<file path="src/rtl/hsv_gradient_row_color_assert.svh">
// ----------------------------------------------------------------------------
// hsv_gradient_row_color assertion macros
// Shorthand for the concurrent checks of the row color pipeline.
// ----------------------------------------------------------------------------
`ifndef HSV_GRADIENT_ROW_COLOR_ASSERT_SVH
`define HSV_GRADIENT_ROW_COLOR_ASSERT_SVH

// same-cycle implication, held off during reset
`define HGRC_ASSERT_IMP(label, clk, rst_n, ante, cons) \
  label: assert property (@(posedge clk) disable iff (!rst_n) (ante) |-> (cons)) \
    else $error("hgrc: implication check failed");

// next-cycle implication, held off during reset
`define HGRC_ASSERT_NXT(label, clk, rst_n, ante, cons) \
  label: assert property (@(posedge clk) disable iff (!rst_n) (ante) |=> (cons)) \
    else $error("hgrc: next-cycle check failed");

`endif

</file>
<file path="src/rtl/hgrc_pkg.sv">
// ----------------------------------------------------------------------------
// hgrc_pkg
// Shared types and constants of the hue gradient row color pipeline.
// ----------------------------------------------------------------------------
`timescale 1ns / 1ps
`default_nettype none

package hgrc_pkg;

  // field widths
  localparam int ROW_W      = 7;
  localparam int ROW_SPAN   = 2 ** ROW_W;
  localparam int HUE_W      = 12;
  localparam int LVL_W      = 8;
  localparam int FRAC_W     = 10;
  localparam int MAG_W      = 22;
  localparam int WITHIN_W   = 10;
  localparam int CFG_IDX_W  = 2;
  localparam int CFG_DATA_W = 12;

  // pipeline split
  localparam int HUE_STAGES = 4;
  localparam int HSV_STAGES = 6;
  localparam int PIPE_DEPTH = HUE_STAGES + HSV_STAGES;

  // arithmetic constants
  localparam int FRAC_SCALE  = 1000;
  localparam int HUE_SECTOR  = 600;
  localparam int NUM_SECTORS = 6;
  localparam int LVL_MAX     = 255;

  // exact reciprocals: floor(x * K / 2**S) == floor(x / d) over the operand range
  localparam int unsigned RECIP_1000    = 4294968;  // x < 2**22
  localparam int          RECIP_1000_SH = 32;
  localparam int unsigned RECIP_600     = 447393;   // x < 2**18
  localparam int          RECIP_600_SH  = 28;
  localparam int unsigned RECIP_255     = 65794;    // x < 2**16
  localparam int          RECIP_255_SH  = 24;

  typedef enum logic [CFG_IDX_W-1:0] {
    CFG_HUE_START  = 2'd0,
    CFG_HUE_END    = 2'd1,
    CFG_SATURATION = 2'd2,
    CFG_BRIGHTNESS = 2'd3
  } cfg_idx_e;

  typedef enum logic [2:0] {
    SEC_RED     = 3'd0,
    SEC_YELLOW  = 3'd1,
    SEC_GREEN   = 3'd2,
    SEC_CYAN    = 3'd3,
    SEC_BLUE    = 3'd4,
    SEC_MAGENTA = 3'd5
  } sector_e;

  typedef struct packed {
    logic [PIPE_DEPTH-1:0] en;
    logic [PIPE_DEPTH-1:0] vld;
  } pipe_ctrl_t;

endpackage

`default_nettype wire

</file>
<file path="src/rtl/hgrc_pipe_ctrl.sv">
// ----------------------------------------------------------------------------
// hgrc_pipe_ctrl
// Valid bits and per-stage load enables; bubbles collapse under a stall.
// ----------------------------------------------------------------------------
`timescale 1ns / 1ps
`default_nettype none

module hgrc_pipe_ctrl (
  input  logic                 clk_i,
  input  logic                 rst_ni,
  input  logic                 in_valid_i,
  input  logic                 out_ready_i,
  output logic                 in_ready_o,
  output hgrc_pkg::pipe_ctrl_t ctrl_o
);
  import hgrc_pkg::*;

  logic [PIPE_DEPTH-1:0] vld_q, vld_d;
  logic [PIPE_DEPTH:0]   rdy;

  // a stage loads when it is empty or its content moves on
  always_comb begin
    rdy[PIPE_DEPTH] = out_ready_i;
    for (int k = PIPE_DEPTH - 1; k >= 0; k--) begin
      rdy[k] = !vld_q[k] || rdy[k+1];
    end
  end

  always_comb begin
    for (int k = 0; k < PIPE_DEPTH; k++) begin
      if (rdy[k]) begin
        vld_d[k] = (k == 0) ? in_valid_i : vld_q[(k == 0) ? 0 : k - 1];
      end else begin
        vld_d[k] = vld_q[k];
      end
    end
  end

  always_ff @(posedge clk_i or negedge rst_ni) begin
    if (!rst_ni) begin
      vld_q <= '0;
    end else begin
      vld_q <= vld_d;
    end
  end

  assign in_ready_o = rdy[0];
  assign ctrl_o.en  = rdy[PIPE_DEPTH-1:0];
  assign ctrl_o.vld = vld_q;

endmodule

`default_nettype wire

</file>
<file path="src/rtl/hgrc_hue_pipe.sv">
// ----------------------------------------------------------------------------
// hgrc_hue_pipe
// Row to hue: fraction lookup, span multiply, divide by 1000, offset.
// ----------------------------------------------------------------------------
`timescale 1ns / 1ps
`default_nettype none

module hgrc_hue_pipe #(
  parameter int ROWS = 108
) (
  input  logic                             clk_i,
  input  logic [hgrc_pkg::HUE_STAGES-1:0]  en_i,
  input  logic [hgrc_pkg::ROW_W-1:0]       row_index_i,
  input  logic [hgrc_pkg::HUE_W-1:0]       hue_start_i,
  input  logic [hgrc_pkg::HUE_W-1:0]       hue_end_i,
  output logic [hgrc_pkg::HUE_W-1:0]       hue_o
);
  import hgrc_pkg::*;

  localparam int ProdW = HUE_W + 1 + FRAC_W + 1;
  localparam int QuoPW = MAG_W + 23;

  logic [FRAC_W-1:0] frac_lut [ROW_SPAN];

  // rows past the area clamp to the last row; all folded at elaboration
  for (genvar k = 0; k < ROW_SPAN; k++) begin : g_frac
    localparam int RowC = (k < ROWS) ? k : ROWS - 1;
    assign frac_lut[k] = FRAC_W'((RowC * FRAC_SCALE) / ROWS);
  end

  // stage 1: fraction in thousandths
  logic [FRAC_W-1:0] frac_q;

  always_ff @(posedge clk_i) begin
    if (en_i[0]) begin
      frac_q <= frac_lut[row_index_i];
    end
  end

  // stage 2: magnitude and sign of span * frac
  logic signed [HUE_W:0]   span_s;
  logic signed [ProdW-1:0] prod_s;
  logic [ProdW-1:0]        prod_abs;
  logic [MAG_W-1:0]        mag_q, mag_d;
  logic                    neg2_q;

  always_comb begin
    span_s   = $signed({1'b0, hue_end_i}) - $signed({1'b0, hue_start_i});
    prod_s   = $signed({{(ProdW - HUE_W - 1){span_s[HUE_W]}}, span_s}) *
               $signed({{(ProdW - FRAC_W){1'b0}}, frac_q});
    prod_abs = prod_s[ProdW-1] ? ProdW'(-prod_s) : ProdW'(prod_s);
    mag_d    = prod_abs[MAG_W-1:0];
  end

  always_ff @(posedge clk_i) begin
    if (en_i[1]) begin
      mag_q  <= mag_d;
      neg2_q <= prod_s[ProdW-1];
    end
  end

  // stage 3: truncating divide by 1000 through the reciprocal
  logic [QuoPW-1:0] quo_prod;
  logic [HUE_W-1:0] quo_q;
  logic             neg3_q;

  assign quo_prod = QuoPW'(mag_q) * QuoPW'(RECIP_1000);

  always_ff @(posedge clk_i) begin
    if (en_i[2]) begin
      quo_q  <= quo_prod[RECIP_1000_SH +: HUE_W];
      neg3_q <= neg2_q;
    end
  end

  // stage 4: offset from the start hue, floored at zero
  logic [HUE_W:0]   hue_sum;
  logic [HUE_W-1:0] hue_q, hue_d;

  always_comb begin
    hue_sum = neg3_q ? ({1'b0, hue_start_i} - {1'b0, quo_q})
                     : ({1'b0, hue_start_i} + {1'b0, quo_q});
    hue_d   = (neg3_q && hue_sum[HUE_W]) ? '0 : hue_sum[HUE_W-1:0];
  end

  always_ff @(posedge clk_i) begin
    if (en_i[3]) begin
      hue_q <= hue_d;
    end
  end

  assign hue_o = hue_q;

endmodule

`default_nettype wire

</file>
<file path="src/rtl/hgrc_hsv_pipe.sv">
// ----------------------------------------------------------------------------
// hgrc_hsv_pipe
// Integer HSV to RGB: sector split, p/q/t products and reciprocal divides.
// ----------------------------------------------------------------------------
`timescale 1ns / 1ps
`default_nettype none

module hgrc_hsv_pipe (
  input  logic                             clk_i,
  input  logic [hgrc_pkg::HSV_STAGES-1:0]  en_i,
  input  logic [hgrc_pkg::HUE_W-1:0]       hue_i,
  input  logic [hgrc_pkg::LVL_W-1:0]       sat_i,
  input  logic [hgrc_pkg::LVL_W-1:0]       val_i,
  output logic [3*hgrc_pkg::LVL_W-1:0]     rgb888_o,
  output logic [15:0]                      rgb565_o
);
  import hgrc_pkg::*;

  localparam int NumW  = 2 * LVL_W;
  localparam int SwW   = LVL_W + WITHIN_W;
  localparam int DivAW = SwW + 19;
  localparam int DivBW = NumW + 17;

  // stage 5: sector and position within it
  logic [2:0]          sec_cnt;
  logic [HUE_W-1:0]    sec_base;
  sector_e             sec5_q, sec5_d;
  logic [WITHIN_W-1:0] within_q;

  always_comb begin
    sec_cnt = '0;
    for (int k = 1; k <= NUM_SECTORS; k++) begin
      sec_cnt = sec_cnt + 3'(hue_i >= HUE_W'(k * HUE_SECTOR));
    end
    sec_base = HUE_W'(sec_cnt) * HUE_W'(HUE_SECTOR);
    // hues of 3600 and up wrap into the red sector
    sec5_d = (sec_cnt == 3'(NUM_SECTORS)) ? SEC_RED : sector_e'(sec_cnt);
  end

  always_ff @(posedge clk_i) begin
    if (en_i[0]) begin
      sec5_q   <= sec5_d;
      within_q <= WITHIN_W'(hue_i - sec_base);
    end
  end

  // stage 6: saturation products
  logic [SwW-1:0]  sw_q, sr_q;
  logic [NumW-1:0] pn6_q;
  sector_e         sec6_q;

  always_ff @(posedge clk_i) begin
    if (en_i[1]) begin
      sw_q   <= SwW'(sat_i) * SwW'(within_q);
      sr_q   <= SwW'(sat_i) * SwW'(WITHIN_W'(HUE_SECTOR) - within_q);
      pn6_q  <= NumW'(val_i) * NumW'(LVL_W'(LVL_MAX) - sat_i);
      sec6_q <= sec5_q;
    end
  end

  // stage 7: divide by 600
  logic [DivAW-1:0] da_prod, db_prod;
  logic [LVL_W-1:0] a_q, b_q;
  logic [NumW-1:0]  pn7_q;
  sector_e          sec7_q;

  assign da_prod = DivAW'(sw_q) * DivAW'(RECIP_600);
  assign db_prod = DivAW'(sr_q) * DivAW'(RECIP_600);

  always_ff @(posedge clk_i) begin
    if (en_i[2]) begin
      a_q    <= da_prod[RECIP_600_SH +: LVL_W];
      b_q    <= db_prod[RECIP_600_SH +: LVL_W];
      pn7_q  <= pn6_q;
      sec7_q <= sec6_q;
    end
  end

  // stage 8: value products for q and t
  logic [NumW-1:0] qn_q, tn_q, pn8_q;
  sector_e         sec8_q;

  always_ff @(posedge clk_i) begin
    if (en_i[3]) begin
      qn_q   <= NumW'(val_i) * NumW'(LVL_W'(LVL_MAX) - a_q);
      tn_q   <= NumW'(val_i) * NumW'(LVL_W'(LVL_MAX) - b_q);
      pn8_q  <= pn7_q;
      sec8_q <= sec7_q;
    end
  end

  // stage 9: divide by 255
  logic [DivBW-1:0] dp_prod, dq_prod, dt_prod;
  logic [LVL_W-1:0] p_q, q_q, t_q;
  sector_e          sec9_q;

  assign dp_prod = DivBW'(pn8_q) * DivBW'(RECIP_255);
  assign dq_prod = DivBW'(qn_q) * DivBW'(RECIP_255);
  assign dt_prod = DivBW'(tn_q) * DivBW'(RECIP_255);

  always_ff @(posedge clk_i) begin
    if (en_i[4]) begin
      p_q    <= dp_prod[RECIP_255_SH +: LVL_W];
      q_q    <= dq_prod[RECIP_255_SH +: LVL_W];
      t_q    <= dt_prod[RECIP_255_SH +: LVL_W];
      sec9_q <= sec8_q;
    end
  end

  // stage 10: channel select and output register
  logic [LVL_W-1:0]       r_d, g_d, b_d;
  logic [3*LVL_W-1:0]     rgb888_q;
  logic [15:0]            rgb565_q;

  always_comb begin
    unique case (sec9_q)
      SEC_RED: begin
        r_d = val_i; g_d = t_q; b_d = p_q;
      end
      SEC_YELLOW: begin
        r_d = q_q; g_d = val_i; b_d = p_q;
      end
      SEC_GREEN: begin
        r_d = p_q; g_d = val_i; b_d = t_q;
      end
      SEC_CYAN: begin
        r_d = p_q; g_d = q_q; b_d = val_i;
      end
      SEC_BLUE: begin
        r_d = t_q; g_d = p_q; b_d = val_i;
      end
      default: begin
        r_d = val_i; g_d = p_q; b_d = q_q;
      end
    endcase
  end

  always_ff @(posedge clk_i) begin
    if (en_i[5]) begin
      rgb888_q <= {r_d, g_d, b_d};
      rgb565_q <= {r_d[7:3], g_d[7:2], b_d[7:3]};
    end
  end

  assign rgb888_o = rgb888_q;
  assign rgb565_o = rgb565_q;

endmodule

`default_nettype wire

</file>
<file path="src/rtl/hsv_gradient_row_color.sv">
// ----------------------------------------------------------------------------
// hsv_gradient_row_color
// Row color of a vertical hue gradient, given as RGB888 and RGB565.
// ----------------------------------------------------------------------------
// One row index enters per clock while the output is not stalled, and its
// color passes through ten register stages (four for the hue ramp, six for
// the HSV conversion, the last one being the output register), each for one
// lookup, product, divide, add, compare or select step. A stalled output
// fills the empty stages first before the input side holds off. Register
// writes are expected while no row is in flight. The block holds no other
// state, and there is no clearing pass after reset.
`timescale 1ns / 1ps
`default_nettype none
`include "hsv_gradient_row_color_assert.svh"

module hsv_gradient_row_color #(
  parameter int ROWS = 108
) (
  input  logic                              clk_i,
  input  logic                              rst_ni,
  // register write channel
  input  logic                              cfg_valid_i,
  output logic                              cfg_ready_o,
  input  logic [hgrc_pkg::CFG_IDX_W-1:0]    cfg_index_i,
  input  logic [hgrc_pkg::CFG_DATA_W-1:0]   cfg_data_i,
  // row input
  input  logic                              in_valid_i,
  output logic                              in_ready_o,
  input  logic [hgrc_pkg::ROW_W-1:0]        row_index_i,
  // color output
  output logic                              out_valid_o,
  input  logic                              out_ready_i,
  output logic [23:0]                       color_rgb888_o,
  output logic [15:0]                       color_rgb565_o
);
  import hgrc_pkg::*;

  // configuration registers
  logic [HUE_W-1:0] hue_start_q, hue_end_q;
  logic [LVL_W-1:0] saturation_q, brightness_q;

  assign cfg_ready_o = 1'b1;

  always_ff @(posedge clk_i or negedge rst_ni) begin
    if (!rst_ni) begin
      hue_start_q  <= HUE_W'(0);
      hue_end_q    <= HUE_W'(1800);
      saturation_q <= LVL_W'(LVL_MAX);
      brightness_q <= LVL_W'(LVL_MAX);
    end else if (cfg_valid_i && cfg_ready_o) begin
      unique case (cfg_idx_e'(cfg_index_i))
        CFG_HUE_START:  hue_start_q  <= cfg_data_i[HUE_W-1:0];
        CFG_HUE_END:    hue_end_q    <= cfg_data_i[HUE_W-1:0];
        CFG_SATURATION: saturation_q <= cfg_data_i[LVL_W-1:0];
        CFG_BRIGHTNESS: brightness_q <= cfg_data_i[LVL_W-1:0];
        default: ;
      endcase
    end
  end

  // pipeline control
  pipe_ctrl_t ctrl;

  hgrc_pipe_ctrl u_ctrl (
    .clk_i       (clk_i),
    .rst_ni      (rst_ni),
    .in_valid_i  (in_valid_i),
    .out_ready_i (out_ready_i),
    .in_ready_o  (in_ready_o),
    .ctrl_o      (ctrl)
  );

  logic [HUE_W-1:0] hue;

  hgrc_hue_pipe #(
    .ROWS (ROWS)
  ) u_hue (
    .clk_i       (clk_i),
    .en_i        (ctrl.en[HUE_STAGES-1:0]),
    .row_index_i (row_index_i),
    .hue_start_i (hue_start_q),
    .hue_end_i   (hue_end_q),
    .hue_o       (hue)
  );

  hgrc_hsv_pipe u_hsv (
    .clk_i    (clk_i),
    .en_i     (ctrl.en[PIPE_DEPTH-1:HUE_STAGES]),
    .hue_i    (hue),
    .sat_i    (saturation_q),
    .val_i    (brightness_q),
    .rgb888_o (color_rgb888_o),
    .rgb565_o (color_rgb565_o)
  );

  assign out_valid_o = ctrl.vld[PIPE_DEPTH-1];

  // a ready sink keeps the whole pipeline moving
  `HGRC_ASSERT_IMP(a_ready_flows, clk_i, rst_ni, out_ready_i, in_ready_o)
  // input back-pressure only when every stage holds a transaction
  `HGRC_ASSERT_IMP(a_full_on_stall, clk_i, rst_ni, !in_ready_o, &ctrl.vld)
  // an accepted transaction lands in the first stage
  `HGRC_ASSERT_NXT(a_enter_stage, clk_i, rst_ni, in_valid_i && in_ready_o, ctrl.vld[0])

endmodule

`default_nettype wire

</file>
<file path="config.mk">
export PLATFORM = sky130hd
export DESIGN_NAME = hsv_gradient_row_color
export DESIGN_NICKNAME = d
export VERILOG_FILES = /design/src/rtl/hgrc_pkg.sv /design/src/rtl/hgrc_pipe_ctrl.sv /design/src/rtl/hgrc_hue_pipe.sv /design/src/rtl/hgrc_hsv_pipe.sv /design/src/rtl/hsv_gradient_row_color.sv
export VERILOG_INCLUDE_DIRS = /design/src /design/src/rtl
export SDC_FILE = /design/constraint.sdc
export NUM_CORES = 2
export LEC_CHECK = 0
export BUFFER_PORTS_ARGS = -buffer_cell sky130_fd_sc_hd__buf_2
export CAP_MARGIN = 5
export CORE_MARGIN = 3
export CORE_UTILIZATION = 43
export DETAILED_ROUTE_END_ITERATION = 7
export SETUP_SLACK_MARGIN = 0.05
export SLEW_MARGIN = 20
export SYNTH_ARGS = -nofsm -noshare
export SYNTH_HDL_FRONTEND = slang
export SYNTH_HIERARCHICAL = 1
export SYNTH_SLANG_ARGS = --single-unit
</file>
<file path="constraint.sdc">
create_clock -name clk_i -period 13.4 [get_ports clk_i]
set_clock_uncertainty 0.05 [all_clocks]
set_input_delay 2.68 -clock clk_i [delete_from_list [all_inputs] [get_ports clk_i]]
set_output_delay 2.68 -clock clk_i [all_outputs]
set_load 0.01 [all_outputs]
</file>
Word-level counts from Yosys, hierarchy flattened
Memory sizes are Yosys's and may differ from the RTL's. A register that Yosys moved wholly into a read port is not among the register bits.
Index checks and enable logic that the tools add are counted.
{"block": "word_totals", "ff_bits": 319, "latchBits": 0, "ram_bits": 0, "mem_bits_ro": 1280, "inputBits": 26, "out_inout_bits": 43, "word_cells": 118, "mem_count": 1}
{"block": "classes", "n_addsub": 14, "n_mul": 13, "n_div": 0, "n_lt_le_gt_ge": 6, "eq_ne": 8, "n_shift": 0, "mux": 5, "bitwise": 1, "n_reduce_logical": 31}
{"name": "(name not given)", "depth": 128, "width": 10, "rd": 1, "rd_ports_with_merged_regs": 1, "wr": 0, "line": "hgrc_hue_pipe.sv:36", "source": "frac_q <= frac_lut[row_index_i];"}
{"operator": "16-bit by 16-bit multiplier with 31-bit output, second input constant", "n": 3}
{"operator": "18-bit by 19-bit multiplier with 36-bit output, second input constant", "n": 2}
{"operator": "8-bit one-hot mux with 3 select lines", "n": 3}
{"operator": "8-bit by 16-bit multiplier with 16-bit output", "n": 3}
{"operator": "22-bit by 20-bit multiplier with 41-bit output, second input constant", "n": 1}
{"operator": "12-bit >= comparator, second input constant", "n": 3}
{"operator": "8-bit by 8-bit subtractor with 9-bit output, first input constant", "n": 3}
{"operator": "12-bit by 12-bit subtractor with 13-bit output", "n": 2}
{"operator": "12-bit by 11-bit >= comparator with 1-bit output, second input constant", "n": 2}
{"operator": "13-bit by 11-bit multiplier with 24-bit output", "n": 1}
{"operator": "22-bit two-way mux", "n": 1}
{"operator": "22-bit negation", "n": 1}
{"operator": "8-bit by 10-bit multiplier with 18-bit output", "n": 1}
{"operator": "8-bit by 18-bit multiplier with 18-bit output", "n": 1}
{"operator": "12-bit by 12-bit adder with 13-bit output", "n": 1}
{"operator": "13-bit two-way mux", "n": 1}
{"operator": "3-bit by 1-bit adder with 3-bit output", "n": 4}
{"operator": "12-bit by 10-bit >= comparator with 1-bit output, second input constant", "n": 1}
{"operator": "10-bit by 10-bit subtractor with 11-bit output, first input constant", "n": 1}
{"operator": "1-bit logical NOT", "n": 10}
{"operator": "1-bit logical OR", "n": 10}
{"operator": "10-bit subtractor", "n": 1}
{"operator": "7-bit NOT with 8-bit output", "n": 1}
{"operator": "2-bit AND reduction", "n": 4}
{"operator": "11 further kinds", "n": 17}

Depth between registers and ports, before layout
{"block": "depth", "word_depth": 11, "depth_mapped": 34, "ltp_nobuf": 32}

Hierarchy
Netlist, hierarchy kept.
{"module": "hgrc_hsv_pipe", "n_inst": 1, "cells_each": 3212, "area_per_inst_um2": 33345.7}
{"module": "hgrc_hue_pipe", "n_inst": 1, "cells_each": 1766, "area_per_inst_um2": 16006.6}
{"module": "hsv_gradient_row_color", "n_inst": 1, "cells_each": 88, "area_per_inst_um2": 1532.7}
{"module": "hgrc_pipe_ctrl", "n_inst": 1, "cells_each": 37, "area_per_inst_um2": 450.4}

Worst setup path after synthesis
OpenSTA, ideal clock, no wires.
{"block": "synth_path", "path_kind": "register to register", "startpoint": "reg hue_start_q[1]", "endpoint": "reg u_hue.mag_q[14], data pin", "setup_ns": 0.265, "arrival_time_ns": 7.210, "path_slack_ns": 5.875, "path_stages_with_launch": 33, "synth_period_minus_slack_ns": 7.525, "cell_sequence": "dfrtp_1 > inv_1 > ha_1 > nor2b_1 > o21ai_0 > a21boi_0 > o21a_1 > o21ai_0 > nand2_1 > a31oi_1 > a211o_1 > buf_2 > mux2_2 > fa_1 > inv_1 > fa_1 > fa_1 > fa_1 > inv_1 > fa_1 > inv_1 > ha_1 > buf_2 > o21ai_0 > o21bai_1 > a211oi_4 > o221ai_2 > a41o_1 > o41ai_2 > xnor2_1 > buf_2 > nand2_1 > xor2_1"}
{"item": "from (decl)", "line": "hsv_gradient_row_color.sv:39", "source": "logic [HUE_W-1:0] hue_start_q, hue_end_q;"}
{"item": "from (signal assigned)", "line": "hsv_gradient_row_color.sv:52", "source": "CFG_HUE_START: hue_start_q <= cfg_data_i[HUE_W-1:0];"}
{"item": "12-bit by 12-bit subtractor with 13-bit output", "line": "hgrc_hue_pipe.sv:48", "source": "span_s = $signed({1'b0, hue_end_i}) - $signed({1'b0, hue_start_i});"}
{"item": "13-bit by 11-bit multiplier with 24-bit output", "line": "hgrc_hue_pipe.sv:49", "source": "prod_s = $signed({{(ProdW - HUE_W - 1){span_s[HUE_W]}}, span_s}) *"}
{"item": "via u_hue.prod_s[23]", "line": "hgrc_hue_pipe.sv:42", "source": "logic signed [ProdW-1:0] prod_s;"}
{"item": "22-bit two-way mux", "line": "hgrc_hue_pipe.sv:51", "source": "prod_abs = prod_s[ProdW-1] ? ProdW'(-prod_s) : ProdW'(prod_s);"}
{"item": "via u_hue.prod_abs[14]", "line": "hgrc_hue_pipe.sv:43", "source": "logic [ProdW-1:0] prod_abs;"}
{"item": "to (signal assigned)", "line": "hgrc_hue_pipe.sv:57", "source": "mag_q <= mag_d;"}
{"item": "to (decl)", "line": "hgrc_hue_pipe.sv:44", "source": "logic [MAG_W-1:0] mag_q, mag_d;"}
The timed path passes the listed nets, and every way through them passes these cells.
A chain may end at the register's enable or synchronous reset.

Final worst setup path
{"block": "layout_path", "startpoint": "reg hue_start_q[0]", "endpoint": "reg u_hue.mag_q[13], data pin"}
{"block": "layout_via", "elab_chain_cells": 4}
{"item": "12-bit by 12-bit subtractor with 13-bit output (*)", "line": "hgrc_hue_pipe.sv:48"}
{"item": "13-bit by 11-bit multiplier with 24-bit output (*)", "line": "hgrc_hue_pipe.sv:49"}
{"item": "22-bit negation", "line": "hgrc_hue_pipe.sv:51"}
{"item": "22-bit two-way mux (*)", "line": "hgrc_hue_pipe.sv:51"}
{"item": "via u_hue.prod_abs[13]", "line": "hgrc_hue_pipe.sv:43"}
Mark *: on every way through the listed nets, which the timed path passes. The rest lies on a longest branch.

==> summary.md <==
| Metric | Value |
|---|---|
| Outcome | `complete, no violations` |
| Ys async rst share | `16.0%` |
| Slew @ Worst Pin | `1.05 ns` |
| Setup TNS | `0 ns` |
| Largest net degree at the start of global routing | `55` |
| Worst setup SP type | `flip-flop` |
| Normalized max-slew margin | `29.9%` |
| Crit Path Max Fanout | `23` |
| Share of post-route cells with drive strength above 1 | `5.61%` |
| Die Wd | `352 um` |
| Critical path type | `reg2reg` |
| Clock Latency Late Sink | `0.58 ns` |
| Die H | `352 um` |
| Vias in the first global route | `35800` |
| Gate Count Post-Synth | `5103` |
| Cell with the most instances on the worst path | `fa_1` |
| Min Tclk post-route | `8.82 ns` |
| CP peak stage delay | `0.82 ns` |
| WL met3 | `3.56 mm` |
| Clock buffer count from CTS | `40` |
| Clk root buf | `clkbuf_16` |
| Number of antenna violations at the first check in global routing | `6` |
| Area growth syn-to-layout | `5.99%` |
| Distinct cells, synth | `99` |
| Top cells by count, synth | `1111 x inv_1, 943 x ha_1, 671 x fa_1` |
| Mean Syn Cell Area | `10.1 um2` |
| Met2 routed WL | `55.3 mm` |
| Buffers on Ports | `67` |
| Uppermost routed layer | `met5` |
| Worst-path clk slew | `0.06 ns` |
| Final wirelength | `113 mm` |
| Synth area leaders | `fa_1 26%, ha_1 23%, edfxtp_1 15%, inv_1 8.1%, xnor2_1 2.3%` |
| Synth Flop Type | `edfxtp_1` |
| Crit. End Element | `flip-flop` |
| Yosys top cell by area | `fa_1` |
| Metal-1 WL | `51.6 mm` |
| Via count | `34200` |
| Io pins | `69` |
| Gr ovfl total | `0` |
| Endpoints failing setup | `0` |
| Core Region | `118000 um2` |
| Post-Layout Cell Count | `6657` |
| Synthesized flop and latch total | `312` |
| Die Area | `124000 um2` |
| Worst hold path class | `reg2reg` |
| GPL Wtd Cong | `0.885` |
| Vias per Instance | `5.13` |
| Final-report max-slew violation count | `0` |
| Hold Slack | `0.345 ns` |
| Maximum clock frequency | `0.113 GHz` |
| DR WL/cell | `16.9 um` |
| Final critical-path share of the clock period | `65.8%` |
| YS warnings | `6` |
| First-pass GRT wire length | `187 mm` |
| Row Count | `126` |
| Drt pass-1 iters | `5` |
| Sequential share of the synthesized area | `17.8%` |
| WP data required | `13.65 ns` |
| Syn Nets | `6743` |
| Post-DP HPWL | `93.2 mm` |
| Max-Cap Viols | `0` |
| Worst Path Arrival | `9.07 ns` |
| Bufs on Longest Clock Path | `3` |
| H-tree lvl count | `2` |
| RSZ-0062 raised after global routing | `no` |
| CTS sink cnt | `312` |
| Starting density of the core | `43.4%` |
| EDFF count, synth | `262` |
| Post-route ant nets | `0` |
| DRC | `0` |
| Post-CTS sizing | `0` |
| CTS tree | `done` |
| Cts hold-fix bufs | `0` |
| Setup bufs post-CTS | `0` |
| Synth top area share | `26.2%` |
| CP max-delay cell | `xnor2_2` |
| GRT Util Overall | `18.8%` |
| First DRT Iteration DRCs | `1697` |
| Mapped cell area | `51300 um2` |
| Final Hold Fails | `0` |
| Final Net Count | `6726` |
| Top-count cell post-synth | `inv_1` |
| Dpl cells | `6580` |
## layer usage
metal / vias to the layer above / global-route usage, %
met3: 124 / 2.06
met4: 4 / 3.96
met5: - / 0
li1: 16600 / -
met1: 17000 / 25.3
met2: 454 / 32.9
## logic make-up (layout without fill, tap and decap cells)
family                   count (synthesis)  count (layout)  share of synthesized area (%)
adder cells (fa/ha/maj)               1614            1614                           49.2
buffers and inverters                 1255            1270                           9.40
AND/OR/NAND/NOR                       1035            1035                           10.4
AO/OA/AOI/OAI                          598             598                           7.80
flip-flops                             312             312                           17.8
XOR/XNOR                               194             194                           3.31
multiplexers                            94              94                           2.08
other                                    1               4                        0.00730
## worst max-delay path: cells and delay by family, from the launching register on
kind	cells	cell delay [ns]
AO/OA/AOI/OAI	11	2.06
XOR/XNOR	3	1.59
adder cells (fa/ha/maj)	8	3.71
buffers and inverters	3	0.17
flip-flops	1	0.39
AND/OR/NAND/NOR	4	0.59
## worst paths after layout
check,slack (ns),to,cells past startpoint,startpoint
min reg2reg,0.34,u_hsv/pn7_q[8],0,u_hsv/pn6_q[8]
max in group asynchronous,10.56,hue_start_q[6],2,rst_ni
min,0.34,u_hsv/pn7_q[8],0,u_hsv/pn6_q[8]
max,4.58,u_hue/mag_q[13],29,hue_start_q[0]
min in group asynchronous,2.20,u_ctrl/vld_q[9],2,rst_ni
max reg2reg,4.58,u_hue/mag_q[13],29,hue_start_q[0]
## cell usage in the layout (no fill, tap or decap), drive strengths merged, types with 121 or more instances in the layout
cell type	instances
nor2b	121
fa	671
xnor2	132
a21oi	164
nand2	266
and2	143
nor2	151
ha	943
inv	1120
nand2b	124
edfxtp	262
## flip-flops by register name, indices dropped and copies added, names as in the netlist, 12 cells and up
register	count
hue_end_q	12
hue_start_q	12
u_hsv/pn6_q	16
u_hsv/pn7_q	16
u_hsv/pn8_q	16
u_hsv/qn_q	16
u_hsv/rgb888_o	24
u_hsv/sr_q	17
u_hsv/sw_q	18
u_hsv/tn_q	16
u_hue/hue_o	12
u_hue/mag_q	22
u_hue/quo_q	12
## final cells by class
cell class	instances	area [um2]
sequential	312	9140
multi-input combinational	3536	37400
inverter	1116	4190
clock inverter	25	233
timing repair buffer	80	433
tap	1536	1920
antenna	3	7.51
fill	11200	63800
clock buffer	49	1090
## metrics by stage
stage          cell area [um2]  utilization, %  setup WS [ns]
2_1_floorplan            51300               -           5.88
3_3_place_gp             53100            44.9           4.78
3_5_place_dp             53100            44.9           4.67
4_1_cts                  54400            46.0           4.64
5_1_grt                  54400            46.0           4.01
6_report                 54400            46.0           4.58
Power is left out: the tool's default activity adds up to more than one toggle a clock period on the data nets, which glitch-free logic cannot reach.
